===== src/rtl/hre_pkg.sv =====
`timescale 1ns / 1ps
// ----------------------------------------------------------------------------
// hre_pkg
// Shared widths, codes and types for the hidden record bit extractor.
// ----------------------------------------------------------------------------
package hre_pkg;

    localparam int VALUE_W   = 16;
    localparam int MB_W      = 18;
    localparam int BYTE_W    = 8;
    localparam int REC_W     = 16;
    localparam int COUNT_W   = 17;
    localparam int SIZE_W    = 32;
    localparam int ERR_W     = 2;
    localparam int CFG_IDX_W = 1;
    localparam int CFG_W     = COUNT_W;

    // stream data widths, padded to whole bytes
    localparam int S_TDATA_W = 40;
    localparam int M_TDATA_W = 32;

    localparam logic [BYTE_W-1:0] MARKER_BYTE = 8'h24;

    // bit selection codes carried in s_tuser
    localparam logic OP_LOW_BIT = 1'b0;
    localparam logic OP_SIGN    = 1'b1;

    // sticky error codes
    localparam logic [ERR_W-1:0] ERR_NONE   = 2'd0;
    localparam logic [ERR_W-1:0] ERR_MARKER = 2'd1;
    localparam logic [ERR_W-1:0] ERR_RECORD = 2'd2;

    // configuration register indexes
    localparam logic [CFG_IDX_W-1:0] CFG_TARGET_RECORD = 1'd0;
    localparam logic [CFG_IDX_W-1:0] CFG_RECORD_COUNT  = 1'd1;

    typedef struct packed {
        logic              valid;
        logic [BYTE_W-1:0] data;
    } pack_byte_t;

endpackage


===== src/rtl/hre_bit_pack.sv =====
`timescale 1ns / 1ps
// ----------------------------------------------------------------------------
// hre_bit_pack
// Recovers the hidden bit of each carrier value and packs bits MSB first.
// ----------------------------------------------------------------------------
module hre_bit_pack
    import hre_pkg::*;
(
    input  logic               clk,
    input  logic               rst_n,
    input  logic               step,
    input  logic               op,
    input  logic [VALUE_W-1:0] carrier_value,
    output pack_byte_t         byte_out
);

    logic [2:0]        bit_count_reg;
    logic [2:0]        bit_count_next;
    logic [BYTE_W-1:0] byte_accum_reg;
    logic [BYTE_W-1:0] byte_accum_next;
    logic              hidden_bit;
    logic [BYTE_W-1:0] merged;

    always_comb
    begin
        unique case (op)
            OP_LOW_BIT: hidden_bit = carrier_value[0];
            OP_SIGN:    hidden_bit = ~carrier_value[VALUE_W-1];
            default:    hidden_bit = 1'b0;
        endcase
    end

    assign merged = byte_accum_reg | (BYTE_W'(hidden_bit) << (3'd7 - bit_count_reg));

    always_comb
    begin
        bit_count_next  = bit_count_reg;
        byte_accum_next = byte_accum_reg;
        if (step)
        begin
            bit_count_next = bit_count_reg + 3'd1;
            // a full byte restarts the accumulator
            byte_accum_next = (bit_count_reg == 3'd7) ? '0 : merged;
        end
    end

    assign byte_out.valid = (bit_count_reg == 3'd7);
    assign byte_out.data  = merged;

    always_ff @(posedge clk or negedge rst_n)
    begin
        if (!rst_n)
        begin
            bit_count_reg  <= '0;
            byte_accum_reg <= '0;
        end
        else
        begin
            bit_count_reg  <= bit_count_next;
            byte_accum_reg <= byte_accum_next;
        end
    end

endmodule


===== src/rtl/hre_parser.sv =====
`timescale 1ns / 1ps
// ----------------------------------------------------------------------------
// hre_parser
// Record parser driven by completed bytes; holds the result register.
// ----------------------------------------------------------------------------
module hre_parser
    import hre_pkg::*;
(
    input  logic                 clk,
    input  logic                 rst_n,
    input  logic                 cfg_we,
    input  logic [CFG_IDX_W-1:0] cfg_index,
    input  logic [CFG_W-1:0]     cfg_data,
    input  logic                 step,
    input  pack_byte_t           byte_in,
    input  logic [MB_W-1:0]      mb_address,
    input  logic                 out_ready,
    output logic                 done,
    output logic                 out_valid,
    output logic [BYTE_W-1:0]    data_byte,
    output logic                 payload_valid,
    output logic                 record_done,
    output logic [ERR_W-1:0]     error_code,
    output logic                 finished,
    output logic [MB_W-1:0]      next_allowed_mb
);

    typedef enum logic [3:0] {
        ST_MARK1   = 4'd0,
        ST_REC_HI  = 4'd1,
        ST_REC_LO  = 4'd2,
        ST_MARK2   = 4'd3,
        ST_SIZE0   = 4'd4,
        ST_SIZE1   = 4'd5,
        ST_SIZE2   = 4'd6,
        ST_SIZE3   = 4'd7,
        ST_PAYLOAD = 4'd8
    } state_t;

    state_t             state_reg,    state_next;
    logic [REC_W-1:0]   target_reg,   target_next;
    logic [COUNT_W-1:0] count_reg,    count_next;
    logic [REC_W-1:0]   seen_reg,     seen_next;
    logic [REC_W-1:0]   expected_reg, expected_next;
    logic [SIZE_W-1:0]  left_reg,     left_next;
    logic               target_hit_reg, target_hit_next;
    logic               done_reg,     done_next;
    logic [ERR_W-1:0]   error_reg,    error_next;
    logic [MB_W-1:0]    allowed_reg,  allowed_next;
    logic               out_valid_reg, out_valid_next;
    logic [BYTE_W-1:0]  data_reg,     data_next;
    logic               payload_reg,  payload_next;
    logic               rec_end_reg,  rec_end_next;

    logic [BYTE_W-1:0]  b;
    logic [REC_W-1:0]   rec_num;
    logic [SIZE_W-1:0]  left_dec;

    assign b        = byte_in.data;
    // or-ed in, so a retry after a mismatch keeps the low bits seen before
    assign rec_num  = seen_reg | {{(REC_W-BYTE_W){1'b0}}, b};
    assign left_dec = left_reg - SIZE_W'(1);

    always_comb
    begin
        state_next      = state_reg;
        target_next     = target_reg;
        count_next      = count_reg;
        seen_next       = seen_reg;
        expected_next   = expected_reg;
        left_next       = left_reg;
        target_hit_next = target_hit_reg;
        done_next       = done_reg;
        error_next      = error_reg;
        allowed_next    = allowed_reg;
        out_valid_next  = out_valid_reg;
        data_next       = data_reg;
        payload_next    = payload_reg;
        rec_end_next    = rec_end_reg;

        if (cfg_we)
        begin
            unique case (cfg_index)
                CFG_TARGET_RECORD: target_next = cfg_data[REC_W-1:0];
                CFG_RECORD_COUNT:  count_next  = cfg_data;
                default:           ;
            endcase
        end

        if (step && byte_in.valid && !done_reg)
        begin
            out_valid_next = 1'b1;
            data_next      = b;
            payload_next   = 1'b0;
            rec_end_next   = 1'b0;
            unique case (state_reg)
                ST_MARK1, ST_MARK2:
                begin
                    // bad marker keeps the parser waiting for the same marker
                    if (b != MARKER_BYTE)
                        error_next = ERR_MARKER;
                    else
                        state_next = (state_reg == ST_MARK1) ? ST_REC_HI : ST_SIZE0;
                end
                ST_REC_HI:
                begin
                    seen_next  = {b, 8'h00};
                    state_next = ST_REC_LO;
                end
                ST_REC_LO:
                begin
                    seen_next = rec_num;
                    if (rec_num == expected_reg)
                    begin
                        if (rec_num == target_reg)
                            target_hit_next = 1'b1;
                        state_next = ST_MARK2;
                    end
                    else
                    begin
                        error_next = ERR_RECORD;
                    end
                end
                ST_SIZE0, ST_SIZE1, ST_SIZE2, ST_SIZE3:
                begin
                    left_next  = {left_reg[SIZE_W-BYTE_W-1:0], b};
                    state_next = state_t'(state_reg + 4'd1);
                end
                ST_PAYLOAD:
                begin
                    left_next    = left_dec;
                    payload_next = target_hit_reg;
                    if (left_dec == '0)
                    begin
                        rec_end_next  = 1'b1;
                        if (target_hit_reg)
                        begin
                            done_next       = 1'b1;
                            target_hit_next = 1'b0;
                        end
                        expected_next = expected_reg + REC_W'(1);
                        state_next    = ST_MARK1;
                        allowed_next  = mb_address + MB_W'(1);
                        // last record by count
                        if ({1'b0, seen_reg} + COUNT_W'(1) == count_reg)
                            done_next = 1'b1;
                    end
                end
                default: ;
            endcase
        end
        else if (out_ready)
        begin
            out_valid_next = 1'b0;
        end
    end

    always_ff @(posedge clk or negedge rst_n)
    begin
        if (!rst_n)
        begin
            state_reg      <= ST_MARK1;
            target_reg     <= '0;
            count_reg      <= COUNT_W'(1);
            seen_reg       <= '0;
            expected_reg   <= '0;
            left_reg       <= '0;
            target_hit_reg <= 1'b0;
            done_reg       <= 1'b0;
            error_reg      <= ERR_NONE;
            allowed_reg    <= '0;
            out_valid_reg  <= 1'b0;
            data_reg       <= '0;
            payload_reg    <= 1'b0;
            rec_end_reg    <= 1'b0;
        end
        else
        begin
            state_reg      <= state_next;
            target_reg     <= target_next;
            count_reg      <= count_next;
            seen_reg       <= seen_next;
            expected_reg   <= expected_next;
            left_reg       <= left_next;
            target_hit_reg <= target_hit_next;
            done_reg       <= done_next;
            error_reg      <= error_next;
            allowed_reg    <= allowed_next;
            out_valid_reg  <= out_valid_next;
            data_reg       <= data_next;
            payload_reg    <= payload_next;
            rec_end_reg    <= rec_end_next;
        end
    end

    // sticky state only moves with a result, so it stays aligned with the held result
    assign done            = done_reg;
    assign out_valid       = out_valid_reg;
    assign data_byte       = data_reg;
    assign payload_valid   = payload_reg;
    assign record_done     = rec_end_reg;
    assign error_code      = error_reg;
    assign finished        = done_reg;
    assign next_allowed_mb = allowed_reg;

endmodule


===== src/rtl/hidden_record_bit_extractor.sv =====
`timescale 1ns / 1ps
// ----------------------------------------------------------------------------
// hidden_record_bit_extractor
// Pulls hidden bits from carrier values and extracts one embedded record.
// ----------------------------------------------------------------------------
// Input stream: one carrier value per transfer, s_tuser selects how the
// hidden bit is read (low bit or sign). Eight transfers build one byte.
// Output stream: one transfer per completed byte, m_tlast marks the last
// byte of a record, m_tuser flags payload of the target record.
// An item is taken every cycle while s_tready is high; it is held in the input
// register and its result, if any, is loaded into the result register, which
// drives m_tvalid. Throughput is one item per cycle while the result register
// is free or draining. When the receiver stalls, the result register holds
// and the input register fills, then s_tready drops; items that complete no
// byte keep flowing only while the result register is free or draining.
// Reset clears the packer and parser; target_record returns to 0 and
// record_count to 1. After extraction ends, input transfers are accepted
// and dropped. Configuration writes are taken at any cycle via cfg_we.
// ----------------------------------------------------------------------------
module hidden_record_bit_extractor
    import hre_pkg::*;
(
    input  logic                 clk,
    input  logic                 rst_n,
    input  logic                 cfg_we,
    input  logic [CFG_IDX_W-1:0] cfg_index,
    input  logic [CFG_W-1:0]     cfg_data,
    input  logic                 s_tvalid,
    output logic                 s_tready,
    input  logic [S_TDATA_W-1:0] s_tdata,   // carrier_value, mb_address, zero pad
    input  logic                 s_tuser,   // op
    output logic                 m_tvalid,
    input  logic                 m_tready,
    output logic [M_TDATA_W-1:0] m_tdata,   // data_byte, error_code, finished,
                                            // next_allowed_mb, zero pad
    output logic                 m_tlast,
    output logic                 m_tuser    // payload_valid
);

    logic               in_valid_reg, in_valid_next;
    logic               in_op_reg;
    logic [VALUE_W-1:0] in_value_reg;
    logic [MB_W-1:0]    in_mb_reg;
    logic               advance;
    logic               done;
    pack_byte_t         pack_byte;
    logic [BYTE_W-1:0]  data_byte;
    logic [ERR_W-1:0]   error_code;
    logic               finished;
    logic [MB_W-1:0]    next_allowed_mb;

    assign advance  = in_valid_reg && (!m_tvalid || m_tready);
    assign s_tready = !in_valid_reg || advance;

    always_comb
    begin
        in_valid_next = in_valid_reg;
        if (s_tvalid && s_tready)
            in_valid_next = 1'b1;
        else if (advance)
            in_valid_next = 1'b0;
    end

    always_ff @(posedge clk or negedge rst_n)
    begin
        if (!rst_n)
            in_valid_reg <= 1'b0;
        else
            in_valid_reg <= in_valid_next;
    end

    always_ff @(posedge clk)
    begin
        if (s_tvalid && s_tready)
        begin
            in_op_reg    <= s_tuser;
            in_value_reg <= s_tdata[VALUE_W-1:0];
            in_mb_reg    <= s_tdata[VALUE_W+MB_W-1:VALUE_W];
        end
    end

    hre_bit_pack u_bit_pack (
        .clk           (clk),
        .rst_n         (rst_n),
        .step          (advance && !done),
        .op            (in_op_reg),
        .carrier_value (in_value_reg),
        .byte_out      (pack_byte)
    );

    hre_parser u_parser (
        .clk             (clk),
        .rst_n           (rst_n),
        .cfg_we          (cfg_we),
        .cfg_index       (cfg_index),
        .cfg_data        (cfg_data),
        .step            (advance),
        .byte_in         (pack_byte),
        .mb_address      (in_mb_reg),
        .out_ready       (m_tready),
        .done            (done),
        .out_valid       (m_tvalid),
        .data_byte       (data_byte),
        .payload_valid   (m_tuser),
        .record_done     (m_tlast),
        .error_code      (error_code),
        .finished        (finished),
        .next_allowed_mb (next_allowed_mb)
    );

    assign m_tdata = {{(M_TDATA_W-BYTE_W-ERR_W-1-MB_W){1'b0}},
                      next_allowed_mb, finished, error_code, data_byte};

endmodule


===== config.mk =====
export PLATFORM = sky130hd
export DESIGN_NAME = hidden_record_bit_extractor
export DESIGN_NICKNAME = d
export VERILOG_FILES = /design/src/rtl/hre_pkg.sv /design/src/rtl/hre_bit_pack.sv /design/src/rtl/hre_parser.sv /design/src/rtl/hidden_record_bit_extractor.sv
export SDC_FILE = /design/constraint.sdc
export NUM_CORES = 1
export LEC_CHECK = 0
export BUFFER_PORTS_ARGS = -buffer_cell sky130_fd_sc_hd__buf_4
export CAP_MARGIN = 25
export CORE_MARGIN = 4
export CORE_UTILIZATION = 40
export CTS_CLUSTER_DIAMETER = 100
export DETAILED_ROUTE_END_ITERATION = 6
export PLACE_DENSITY = 0.64
export SYNTH_ARGS = -nofsm -noshare
export SYNTH_HDL_FRONTEND = slang
export SYNTH_SLANG_ARGS = --single-unit

===== constraint.sdc =====
create_clock -name clk -period 3.9 [get_ports clk]
set_input_delay 0 -clock clk [delete_from_list [all_inputs] [get_ports clk]]
set_output_delay 0 -clock clk [all_outputs]
set_load 0.02 [all_outputs]

# Word-level counts from Yosys, hierarchy flattened
# Index checks and enable logic that the tools add are counted.
[op_classes]
n_reduce_logical = 31
mux = 25
addsub = 7
n_shift = 1
n_bitwise = 5
n_eq_ne = 19
[ops]
columns = ["operator", "count"]
rows = [
  ["$pmux 32 s2", 1],
  ["$eq 16x16->1", 2],
  ["$logic_not 32->1", 1],
  ["$pmux 16 s2", 1],
  ["$sub 32x1->32 const B", 1],
  ["$pmux 4 s5", 1],
  ["$add 18x1->18 const B", 1],
  ["$add 16x1->17 const B", 1],
  ["$eq 17x17->1", 1],
  ["$add 16x1->16 const B", 1],
  ["$eq 4x3->1 const B", 4],
  ["$or 16x8->16", 1],
  ["$reduce_bool 2->1", 7],
  ["$mux 1", 12],
  ["$mux 4", 3],
  ["$reduce_and 5->1", 2],
  ["$eq 4x2->1 const B", 2],
  ["$mux 8", 1],
  ["$ne 2x1->1 const B", 4],
  ["$ne 8x6->1 const B", 1],
  ["$or 8x8->8", 1],
  ["$reduce_and 2->1", 4],
  ["$reduce_and 4->1", 2],
  ["$shl 1x3->8", 1],
  ["other kinds (20)", 32],
]
[totals]
ff_bits = 181
inputBits = 64
word_cells = 108

# Logic depth before layout (Yosys ltp)
[logic_depth]
word_depth = 9
depth_mapped = 14
depth_no_buf = 10

# Modules after synthesis
# From an unflattened synthesis, not the netlist that was laid out.
[unflattened]
hier_cells = 963
hier_area_um2 = 9738.1
[modules_own_cells]
columns = ["mod", "seq_area_each_um2", "cells_each", "instances", "area_per_inst_um2"]
rows = [
  ["hre_parser", 3354.5, 858, 1, 7947.6],
  ["hidden_record_bit_extractor", 1076.0, 48, 1, 1164.9],
  ["hre_bit_pack", 275.3, 57, 1, 625.6],
]

# Worst setup path after synthesis
# Ideal clock, no wire load.
[synth_path]
path_kind = "flip-flop to flip-flop"
start = "register u_parser.left_reg[0]"
end = "register u_parser.allowed_reg[1] (netlist: u_parser.next_allowed_mb[1])"
period_less_slack_ps = 3573
arrival_time_ps = 3448
required_ps = 3775
setup_ps = 125
path_stages_with_launch = 14
setup_slack_ps = 327
path_cell_list = "dfrtp_1 > clkbuf_1 > inv_1 > ha_1 > buf_2 > or4b_4 > buf_6 > nor3_2 > nand3_1 > xnor2_1 > or4_1 > nor4_2 > buf_2 > mux2_2"
[synth_between]
elab_chain_len = 3
[synth_lines]
columns = ["element", "line_no", "rtl"]
rows = [
  ["start: declaration", "hre_parser.sv:45", "logic [SIZE_W-1:0] left_reg, left_next;"],
  ["start signal: assignment", "hre_parser.sv:184", "left_reg <= left_next;"],
  ["$sub 32x1->32", "hre_parser.sv:62", "assign left_dec = left_reg - SIZE_W'(1);"],
  ["$logic_not 32->1", "hre_parser.sv:133", "if (left_dec == '0)"],
  ["$reduce_and 3->1 (no source line)", "-", ""],
  ["end signal: assignment", "hre_parser.sv:188", "allowed_reg <= allowed_next;"],
  ["end: declaration", "hre_parser.sv:49", "logic [MB_W-1:0] allowed_reg, allowed_next;"],
]
# No other way between the ends.
# A chain may end at the register's enable or synchronous reset.

# Worst setup path in the final report
[layout_path]
start = "register u_parser.left_reg[1]"
end = "register u_parser.expected_reg[1]"
[layout_between]
elab_chain_len = 3
[layout_lines]
columns = ["element", "line_no", "rtl"]
rows = [
  ["$sub 32x1->32", "hre_parser.sv:62", ""],
  ["$logic_not 32->1", "hre_parser.sv:133", ""],
  ["$reduce_and 3->1 (no source line)", "-", ""],
  ["end signal: assignment", "hre_parser.sv:183", "expected_reg <= expected_next;"],
  ["end: declaration", "hre_parser.sv:44", "logic [REC_W-1:0] expected_reg, expected_next;"],
]
# No other way between the ends.

==> impl_results.md <==
* Die ar. at 25200 µm²
* Total gr overflow at 0
* Area grow syn2layout at 21.3%
* First drt pass iteration count at 5
* Antenna viol nets, final at 0
* Count leader, synth: dfrtp_1
* Placer Congestion at 0.927
* P per Cell Area at 432 nW/µm²
* Synth top area cells: dfrtp_1 (40%), edfxtp_1 (6.9%), xnor2_1 (5.2%)
* Overall Power at ~4800 µW
* Setup Skew at 9.93 ps
* Final Hold Fails at 0
* Netlist cell types at 73
* DIE HEIGHT at 159 µm
* Vias in the first global route at 7461
* Layout cells sized above 1 at 18.4%
* Crit path launch type: flop
* Yosys reg bits at 167
* Via count at approximately 7500
* Synth Flop Type: dfrtp_1
* PortBufs at 76
* Antenna violations before repair at 0
* Dpl hpwl at 16100 µm
* Relative slew slack at 38.3%
* Largest register FFs at 32
* Share of the synthesized area in the top cell type at 39.8%
* DR WL/cell at about 17 µm
* Remaining DRCs at 0
* Total CTS buffers at 17
* Internal reg-to-reg setup slack at 520 ps
* Final min period at 3380 ps
* Synth Instances at 957
* Crit path capture type: flop
* Setup violators final at 0
* Fmax at 296 MHz
* Worst reg2reg startpoint: u_parser.left_reg[1]$_DFFE_PN0P_
* Final setup TNS at 0 ps
* Reg clk slew, reported paths at about 70 ps
* Root buf cell: clkbuf_16
* Post-synth EDFFs at 21
* I/O pin count at 100
* Initial drt markers at about 530
* Sequential element share of the synthesized area at a little under half
* Largest net degree at the start of global routing at about 110
* R2R cell count at 10
* CTS tree: done
* Depth of the CTS H-tree at 4
* Num rows at 54
* CTS Buffer Depth at 2
* Hold Path Class: primary input to async pin
* Chip width at 159 µm
* Clock Latency Late Sink at 430 ps
* GRT Total Usage at 18.6%
* Crit Path Class: flop to flop
* Req. time, crit path at 4220 ps
* Final net count at 1132
* Detail-routed via count per cell at ~5.6
* Status: complete, no violations
* Initial Util at between 40% and 50%
* Core area at 22100 µm²
* Biggest area consumer among synthesized cells: dfrtp_1
* Worst EP arrival at ~3700 ps
* Unrepaired setup endpoints after global routing: no
* Antenna cells at 0
* Static Leakage at roughly 0.0047 µW
* First-pass GRT wire length at 39100 µm
* Crit share post-route at 86.7%
* Slew @ Worst Pin at between 900 and 1000 ps
* Ys Warns at 0
* Sink Count at 167
* Hold_ws at about 55 ps
* Post-synth ARST share at 87.4%
* Crit path max fanout at 50
* Synth top cells by count: dfrtp_1 (145), nor2_1 (104), a21oi_1 (92)
* Max-slew violation count at 0
* WL final at 22900 µm
* Max_cap viols at 0
* Fin cells at 1350
* Placed Cells at between 1000 and 1500
* Worst R2R End: u_parser.expected_reg[1]$_DFFE_PN0P_
* Syn Std Cell Area at 9110 µm²
* Avg Cell Area, Syn at 9.52 µm²
* Peak VDD IR at 0.000303 V
[critical path, cell delays in order (launching register included)]
cell,delay [ps]
dfrtp_1,440
inv_1,130
ha_1,170
or4b_4,520
nor3_2,170
nand3_1,150
xnor2_1,170
or4_1,520
nor4_4,360
buf_12,260
mux2_2,360
[cell type report]
| cell class | instances | area, µm² |
|---|---|---|
| Clock buffer | 17 | 425 |
| Clock inverter | 15 | 178 |
| Fill cell | 2029 | 11000 |
| Inverter | 14 | 52.6 |
| Multi-Input combinational cell | 713 | 4510 |
| Sequential cell | 167 | 4290 |
| Tap cell | 280 | 350 |
| Timing Repair Buffer | 144 | 1240 |
[layout by cell type (no fill, tap or decap), types with 11 or more instances in the layout]
cell,Yosys,layout
dfrtp_1,145,145
nor2_1,104,104
buf_4,4,98
a21oi_1,92,91
nand2_1,60,60
xnor2_1,54,54
o21ai_0,51,51
dlygate4sd3_1,0,42
mux2_2,39,39
nor3_1,39,38
nand3_1,33,33
xor2_1,30,30
nand4_1,25,25
edfxtp_1,21,21
clkbuf_16,0,17
inv_1,14,14
nor4_1,13,13
o22ai_1,11,11
ha_1,11,11
[cell families (layout without fill, tap and decap cells)]
kind of cell,Yosys count,after routing,synth area share (%)
compound gates,229,229,15.3
other cells,1,3,0.0412
mux,45,45,5.50
simple gates,341,341,18.9
buf+inv,79,190,3.68
fa+ha+maj,11,11,1.51
xor+xnor,84,84,8.08
flops,167,167,47.1
[worst max-delay path by stage]
stage / start / to / slack [ps] / depth (start not counted)
floorplan: u_parser.left_reg[0]$_DFFE_PN0P_ / u_parser.next_allowed_mb[1]$_DFFE_PN0P_ / 330 / 13
global placement: u_parser.left_reg[0]$_DFFE_PN0P_ / u_parser.expected_reg[1]$_DFFE_PN0P_ / 560 / 10
detailed placement: u_parser.left_reg[0]$_DFFE_PN0P_ / u_parser.next_allowed_mb[1]$_DFFE_PN0P_ / 540 / 10
CTS: u_parser.left_reg[1]$_DFFE_PN0P_ / u_parser.next_allowed_mb[1]$_DFFE_PN0P_ / 510 / 10
global route: u_parser.left_reg[0]$_DFFE_PN0P_ / u_parser.next_allowed_mb[1]$_DFFE_PN0P_ / 260 / 10
finish: u_parser.left_reg[1]$_DFFE_PN0P_ / u_parser.expected_reg[1]$_DFFE_PN0P_ / 520 / 10
[power by group]
part	internal (µW)	total, µW	switching [µW]
Combinational	446	980	533
Sequential	1920	2080	159
Clock	870	1710	839
Total	3240	4770	1530
[stage by stage]
step           instance area (µm²)  worst slack, ps  utilization [%]
6_report                     11000              519             50.0
5_1_grt                      11000              264             50.0
4_1_cts                      11000              513             49.8
3_5_place_dp                  9970              542             45.1
3_3_place_gp                  9970              565             45.1
2_1_floorplan                 9110              327                -
[what timing repair did]
action | 4_1_cts | 5_1_grt
setup endpoints to repair | 0 | 0
setup buffers | 0 | 0
hold endpoints to repair | 158 | 0
hold buffers | 42 | 0
gates resized for setup | 0 | 0
[layer usage]
metal,track usage [%],part of all wire (%)
met3,2.80,3.6
met4,4.54,1.2
met5,0,0
met1,25.4,46
met2,31.3,49
(Power assumes the default switching activity.)
